<file path="config.mk">
export PLATFORM = sky130hd
export DESIGN_NAME = mes_result_reg_flat
export DESIGN_NICKNAME = d
export VERILOG_FILES = /design/src/hdl/mes_pkg.sv /design/src/hdl/mes_channels.sv /design/src/hdl/mes_result_reg.sv /design/src/flat_wrapper.sv
export VERILOG_INCLUDE_DIRS = /design/src /design/src/hdl
export SDC_FILE = /design/constraint.sdc
export NUM_CORES = 1
export LEC_CHECK = 0
export ABC_AREA = 1
export BUFFER_PORTS_ARGS = -buffer_cell sky130_fd_sc_hd__buf_2
export CORE_MARGIN = 3
export CORE_UTILIZATION = 42
export DETAILED_ROUTE_END_ITERATION = 7
export PLACE_DENSITY = 0.83
export SLEW_MARGIN = 20
export SYNTH_ARGS = -nofsm -noshare
export SYNTH_HDL_FRONTEND = slang
export SYNTH_SLANG_ARGS = --single-unit
</file>
<file path="constraint.sdc">
create_clock -name i_clk -period 2 [get_ports i_clk]
set_clock_uncertainty 0.2 [all_clocks]
set_input_delay 0.4 -clock i_clk [delete_from_list [all_inputs] [get_ports i_clk]]
set_output_delay 0.4 -clock i_clk [all_outputs]
set_load 0.02 [all_outputs]
</file>
<file path="src/hdl/assert_macros.svh">
// Assertion macros shared by the sequencer RTL.
`ifndef ASSERT_MACROS_SVH
`define ASSERT_MACROS_SVH

// Check a property on every rising edge; off while reset is low.
`define MES_ASSERT(lbl, clk, rst_n, prop, msg) \
    lbl: assert property (@(posedge clk) disable iff (!rst_n) prop) else $error(msg);

// Check that a condition implies a property in the same cycle.
`define MES_ASSERT_IMP(lbl, clk, rst_n, cond, prop, msg) \
    lbl: assert property (@(posedge clk) disable iff (!rst_n) (cond) |-> (prop)) \
        else $error(msg);

`endif

</file>
<file path="src/hdl/mes_pkg.sv">
// Types and constants shared by the MIDI event sequencer files.
package mes_pkg;

    localparam int DEF_SLOTS       = 16;
    localparam int DEF_EVENT_DEPTH = 4096;

    localparam int CMD_W    = 2;
    localparam int IDX_W    = 12;
    localparam int DELTA_W  = 28;
    localparam int BYTE_W   = 8;
    localparam int TIME_W   = 40;
    localparam int TPB_W    = 15;
    localparam int COUNT_W  = 13;
    localparam int POS_W    = 40;
    localparam int FRAC_W   = 16;
    localparam int LIMIT_W  = TIME_W + TPB_W;
    localparam int CFG_IDX_W  = 2;
    localparam int CFG_DATA_W = 15;

    localparam logic [TPB_W-1:0]  TPB_RESET  = TPB_W'(96);
    localparam logic [BYTE_W-1:0] META_MASK  = 8'hF0;

    typedef enum logic [CMD_W-1:0] {
        CMD_LOAD    = 2'd0,
        CMD_QUERY   = 2'd1,
        CMD_RESTART = 2'd2
    } t_cmd;

    localparam logic [CFG_IDX_W-1:0] REG_TICKS_PER_BEAT = 2'd0;
    localparam logic [CFG_IDX_W-1:0] REG_EVENT_COUNT    = 2'd1;

    typedef struct packed {
        logic              event_valid;
        logic [BYTE_W-1:0] event_status;
        logic [BYTE_W-1:0] event_data1;
        logic [BYTE_W-1:0] event_data2;
        logic              last_of_run;
        logic              track_ended;
    } t_result;

endpackage

</file>
<file path="src/hdl/mes_channels.sv">


interface mes_res_if;
    logic                          valid;
    logic                          ready;
    logic                          event_valid;
    logic [mes_pkg::BYTE_W-1:0]    event_status;
    logic [mes_pkg::BYTE_W-1:0]    event_data1;
    logic [mes_pkg::BYTE_W-1:0]    event_data2;
    logic                          last_of_run;
    logic                          track_ended;

    modport source (
        output valid, event_valid, event_status, event_data1, event_data2,
               last_of_run, track_ended,
        input  ready
    );
    modport sink (
        input  valid, event_valid, event_status, event_data1, event_data2,
               last_of_run, track_ended,
        output ready
    );
endinterface

</file>
<file path="src/hdl/mes_result_reg.sv">
// Output register stage that holds one result until the sink takes it.
`include "assert_macros.svh"

module mes_result_reg (
    input  logic             i_clk,
    input  logic             i_rst_n,
    input  logic             i_push,
    input  mes_pkg::t_result i_data,
    output logic             o_free,
    mes_res_if.source        o_res
);

    logic             r_valid;
    mes_pkg::t_result r_data;

    // Free when empty or when the held result leaves this cycle.
    assign o_free = !r_valid || o_res.ready;

    always_ff @(posedge i_clk) begin
        if (!i_rst_n) begin
            r_valid <= 1'b0;
        end else if (i_push) begin
            r_valid <= 1'b1;
        end else if (o_res.ready) begin
            r_valid <= 1'b0;
        end
    end

    always_ff @(posedge i_clk) begin
        if (i_push) begin
            r_data <= i_data;
        end
    end

    assign o_res.valid        = r_valid;
    assign o_res.event_valid  = r_data.event_valid;
    assign o_res.event_status = r_data.event_status;
    assign o_res.event_data1  = r_data.event_data1;
    assign o_res.event_data2  = r_data.event_data2;
    assign o_res.last_of_run  = r_data.last_of_run;
    assign o_res.track_ended  = r_data.track_ended;

    `MES_ASSERT_IMP(a_push_only_when_free, i_clk, i_rst_n, i_push, o_free, "result overwritten before transfer")

endmodule

</file>
<file path="src/flat_wrapper.sv">
// flat-port wrapper written by rule: the top's interface ports become plain ports
module mes_result_reg_flat 
  (i_clk, i_rst_n, i_push, i_data, o_free, o_res_valid, o_res_event_valid, o_res_event_status, o_res_event_data1, o_res_event_data2, o_res_last_of_run, o_res_track_ended, o_res_ready);
  mes_res_if o_res_i ();
  input  logic i_clk;
  input  logic i_rst_n;
  input  logic i_push;
  input  mes_pkg::t_result i_data;
  output logic o_free;
  output wire logic [$bits(o_res_i.valid)-1:0] o_res_valid;
  output wire logic [$bits(o_res_i.event_valid)-1:0] o_res_event_valid;
  output wire logic [$bits(o_res_i.event_status)-1:0] o_res_event_status;
  output wire logic [$bits(o_res_i.event_data1)-1:0] o_res_event_data1;
  output wire logic [$bits(o_res_i.event_data2)-1:0] o_res_event_data2;
  output wire logic [$bits(o_res_i.last_of_run)-1:0] o_res_last_of_run;
  output wire logic [$bits(o_res_i.track_ended)-1:0] o_res_track_ended;
  input wire logic [$bits(o_res_i.ready)-1:0] o_res_ready;
  assign o_res_valid = o_res_i.valid;
  assign o_res_event_valid = o_res_i.event_valid;
  assign o_res_event_status = o_res_i.event_status;
  assign o_res_event_data1 = o_res_i.event_data1;
  assign o_res_event_data2 = o_res_i.event_data2;
  assign o_res_last_of_run = o_res_i.last_of_run;
  assign o_res_track_ended = o_res_i.track_ended;
  assign o_res_i.ready = o_res_ready;
  mes_result_reg u_core (.i_clk(i_clk), .i_rst_n(i_rst_n), .i_push(i_push), .i_data(i_data), .o_free(o_free), .o_res(o_res_i));
endmodule
</file>
; After elaboration in Yosys (flattened, before gate mapping)
; Index checks and enable logic that the tools add are counted.
[word_totals]
reg_bits = 28
inputBits = 31
out_inout_bits = 29
wordCells = 12
[classes]
muxes = 2
n_reduce_logical = 3
[op_table]
columns = cell, count
row1 = $mux 1, 2
row2 = $reduce_bool 2->1, 1
row3 = $logic_not 1->1, 1
row4 = $logic_or 1x1->1, 1

; Depth between registers and ports, before layout
[depth]
word_depth = 2
mapped_depth = 3
ltp_nobuf = 3

; Worst setup path before layout
; Ideal clock, no wire load.
[synth_timing]
kind = flip-flop to output port
startpoint = register u_core.r_valid (netlist: u_core.o_res.valid)
endpoint = output o_free
arrival_ns = 0.580
t_required_ns = 1.400
path_slack_ns = 0.820
stages_incl_launch_ff = 2
n_path_buf = 0
cell_sequence = dfxtp_1 nand2_2
[synth_between]
elab_chain_len = 2
[synth_rtl]
columns = item, line_no
row1 = from (decl), mes_result_reg.sv:13  ; logic r_valid;
row2 = from (signal assigned), mes_result_reg.sv:21  ; r_valid <= 1'b0;
row3 = from (signal assigned), mes_result_reg.sv:23  ; r_valid <= 1'b1;
row4 = from (signal assigned), mes_result_reg.sv:25  ; r_valid <= 1'b0;
row5 = $logic_not 1->1, mes_result_reg.sv:17  ; assign o_free = !r_valid || o_res.ready;
row6 = $logic_or 1x1->1, mes_result_reg.sv:17
row7 = to (decl), flat_wrapper.sv:9  ; output logic o_free;
; No other way between the ends.

; Final worst setup path
; Same ends and word-level chain as after synthesis.

==> results.cfg <==
[cts]
hold_buffers = 0
root_buffer = clkbuf_4
cts_resized = 0
clock_sinks = 28
path_clk_slew_ns = 0.13
clock_latency_ns = 0.30
postCtsSetupBuffers = 0
cts_tree = done
cts_htree_levels = 1
cts_buffers = 3
cts_buffer_depth = 2

[synthesis]
ys_seq_area_frac = 0.969
yosysMostFrequentCell = edfxtp_1
async_reset_ff_frac = 0
synth-edff-count = 27
synth_commonest_cells = edfxtp_1 (27), inv_1 (3), a21oi_2 (1), dfxtp_1 (1), nand2_2 (1)
postSynthCellCount = 33
synth_top_area_frac = 0.946
synth_top_area_cell = edfxtp_1
syn_avg_cell_area_um2 = 26.0
syn_nets = 64
synth_area_leaders = edfxtp_1 (95%), dfxtp_1 (2.3%), inv_1 (1.3%)
netlist_area_um2 = 857
synth-seq-cells = 28
synth.distinct_cells = 5
synth-main-ff-cell = edfxtp_1
ys_warn_count = 0

[sta]
slew_headroom = 0.622
post-route-min-period_ns = 1.49
worstMarginPinSlew_ns = 0.568
max_freq_ghz = 0.670
grt_setup_unrepaired = no
hold_viol_final = 0
finalSetupViolCount = 0
timing.final.crit_share = 0.746
tns_ns = 0
slew_viol_final = 0

[routing]
drc = 0
via_count = 524
detail_route.vias_per_cell = 4.33
first_pass_iters = 3
drt_iter0_drc = 6
wl_per_cell_um = 11.9
antenna_left = 0
wirelength_um = 1440

[worst_setup_path]
cp.required_ns = 1.40
r2r_start = u_core.o_res.valid$_SDFFE_PN0P_
critPathLaunch = u_core.o_res.valid$_SDFFE_PN0P_
crit_path_start_kind = register
cp_data_arrival_time_ns = 0.89
worstSetupEndpointType = output pin
cp_max_fo = 2
path_class = register to output pin

[floorplanning]
die_y_um = 51.2
rows = 15
initial_core_util = 0.471
die_area_um2 = 2620
boundaryPins = 60
dieWidth_um = 51.2
design.core.area_um2 = 1820

[hold_path]
min_from = i_data[13]
hold_class = input port to register

[place]
place.gp.congestion = 0.706
io_buffers = 59
dp_cells = 117

[global_routing]
grt.total_usage = 0.115
grt_first_pass_wirelength_um = 2140
antenna_found_initial = 0
grt_max_degree = 29
grt.overflow.total = 0
grt_pass1_vias = 497

[finish]
antenna_cells = 0
layout.cells.non_filler = 121
ff_latch_area_um2 = 831
drive_above_1_share = 0.677
nets = 128
syn2layout_area_growth_pct = 42.3
fillCellCount = 138
multi_input_area_um2 = 15.0

[power_and_ir_drop]
powerDensity_nw_per_um2 = 899
vdd_ir_drop_max_uv = 548
power.leakage_nw = 0.545

[flow_run]
maxCapViolations = 0

[run_status]
status = finished, final reports clean
==> power breakdown <==
group          total (W)  internal (W)  switching (W)  leakage (nW)
sequential      0.000703      0.000693      0.0000101         0.273
combinational   0.000144     0.0000513      0.0000929         0.251
clock           0.000250      0.000111       0.000139        0.0210
total            0.00110      0.000855       0.000242         0.545
==> logic make-up after synthesis <==
logic type / count (synthesis) / share of synthesized area
DFF: 28 / 0.969
buffers and inverters: 3 / 0.0131
AOI/OAI and AO/OA: 1 / 0.0102
and+or+nand+nor: 1 / 0.00730
==> worst paths after layout <==
check,to,slack [ns],cells past startpoint
min,u_core.o_res.event_data1[3]$_DFFE_PP_,0.06,1
min reg2reg,u_core.o_res.valid$_SDFFE_PN0P_,0.29,2
max,o_free,0.51,2
max reg2reg,u_core.o_res.valid$_SDFFE_PN0P_,1.21,2
==> cell usage in the layout (no fill, tap or decap) <==
| cell type | instances |
|---|---|
| clkbuf_8 | 1 |
| inv_1 | 3 |
| a21oi_2 | 1 |
| edfxtp_1 | 27 |
| buf_2 | 59 |
| nand2_2 | 1 |
| clkbuf_4 | 3 |
| dfxtp_1 | 1 |
==> metal layers <==
metal	vias to the layer above	wire length, um	part of all wire	global-route usage
li1	250	-	-	-
met1	241	452	0.31	0.106
met2	33	836	0.58	0.236
met3	0	145	0.10	0.0175
met4	0	0	0	0.0538
met5	-	0	0	0
==> final cells by class <==
type / instances / area share
Timing Repair Buffer: 59 / 0.242
Sequential cell: 28 / 0.681
Tap cell: 25 / 0.0256
Inverter: 3 / 0.00923
Multi-Input combinational cell: 2 / 0.0123
Clock buffer: 4 / 0.0297
==> sequential cells by signal (all words and copies together) (netlist names) <==
register                   flops
u_core.o_res.last_of_run       1
u_core.o_res.event_data1       8
u_core.o_res.valid             1
u_core.o_res.track_ended       1
u_core.o_res.event_valid       1
u_core.o_res.event_status      8
u_core.o_res.event_data2       8
==> per-stage QoR <==
step / util / total power [W] / cell area [um2] / hold WS (ns) / setup WS (ns)
2_1_floorplan: - / 0.000784 / 857 / 0.299 / 0.820
3_3_place_gp: 0.650 / 0.000859 / 1180 / 0.257 / 0.577
3_5_place_dp: 0.650 / 0.000863 / 1180 / 0.272 / 0.550
4_1_cts: 0.670 / 0.00111 / 1220 / 0.0430 / 0.489
5_1_grt: 0.670 / 0.00115 / 1220 / 0.0255 / 0.449
6_report: 0.670 / 0.00110 / 1220 / 0.0584 / 0.508
==> critical path: stages (launching register included) <==
cell     delay (ns)
dfxtp_1        0.36
nand2_2        0.07
buf_2          0.16
(Power assumes the default switching activity.)
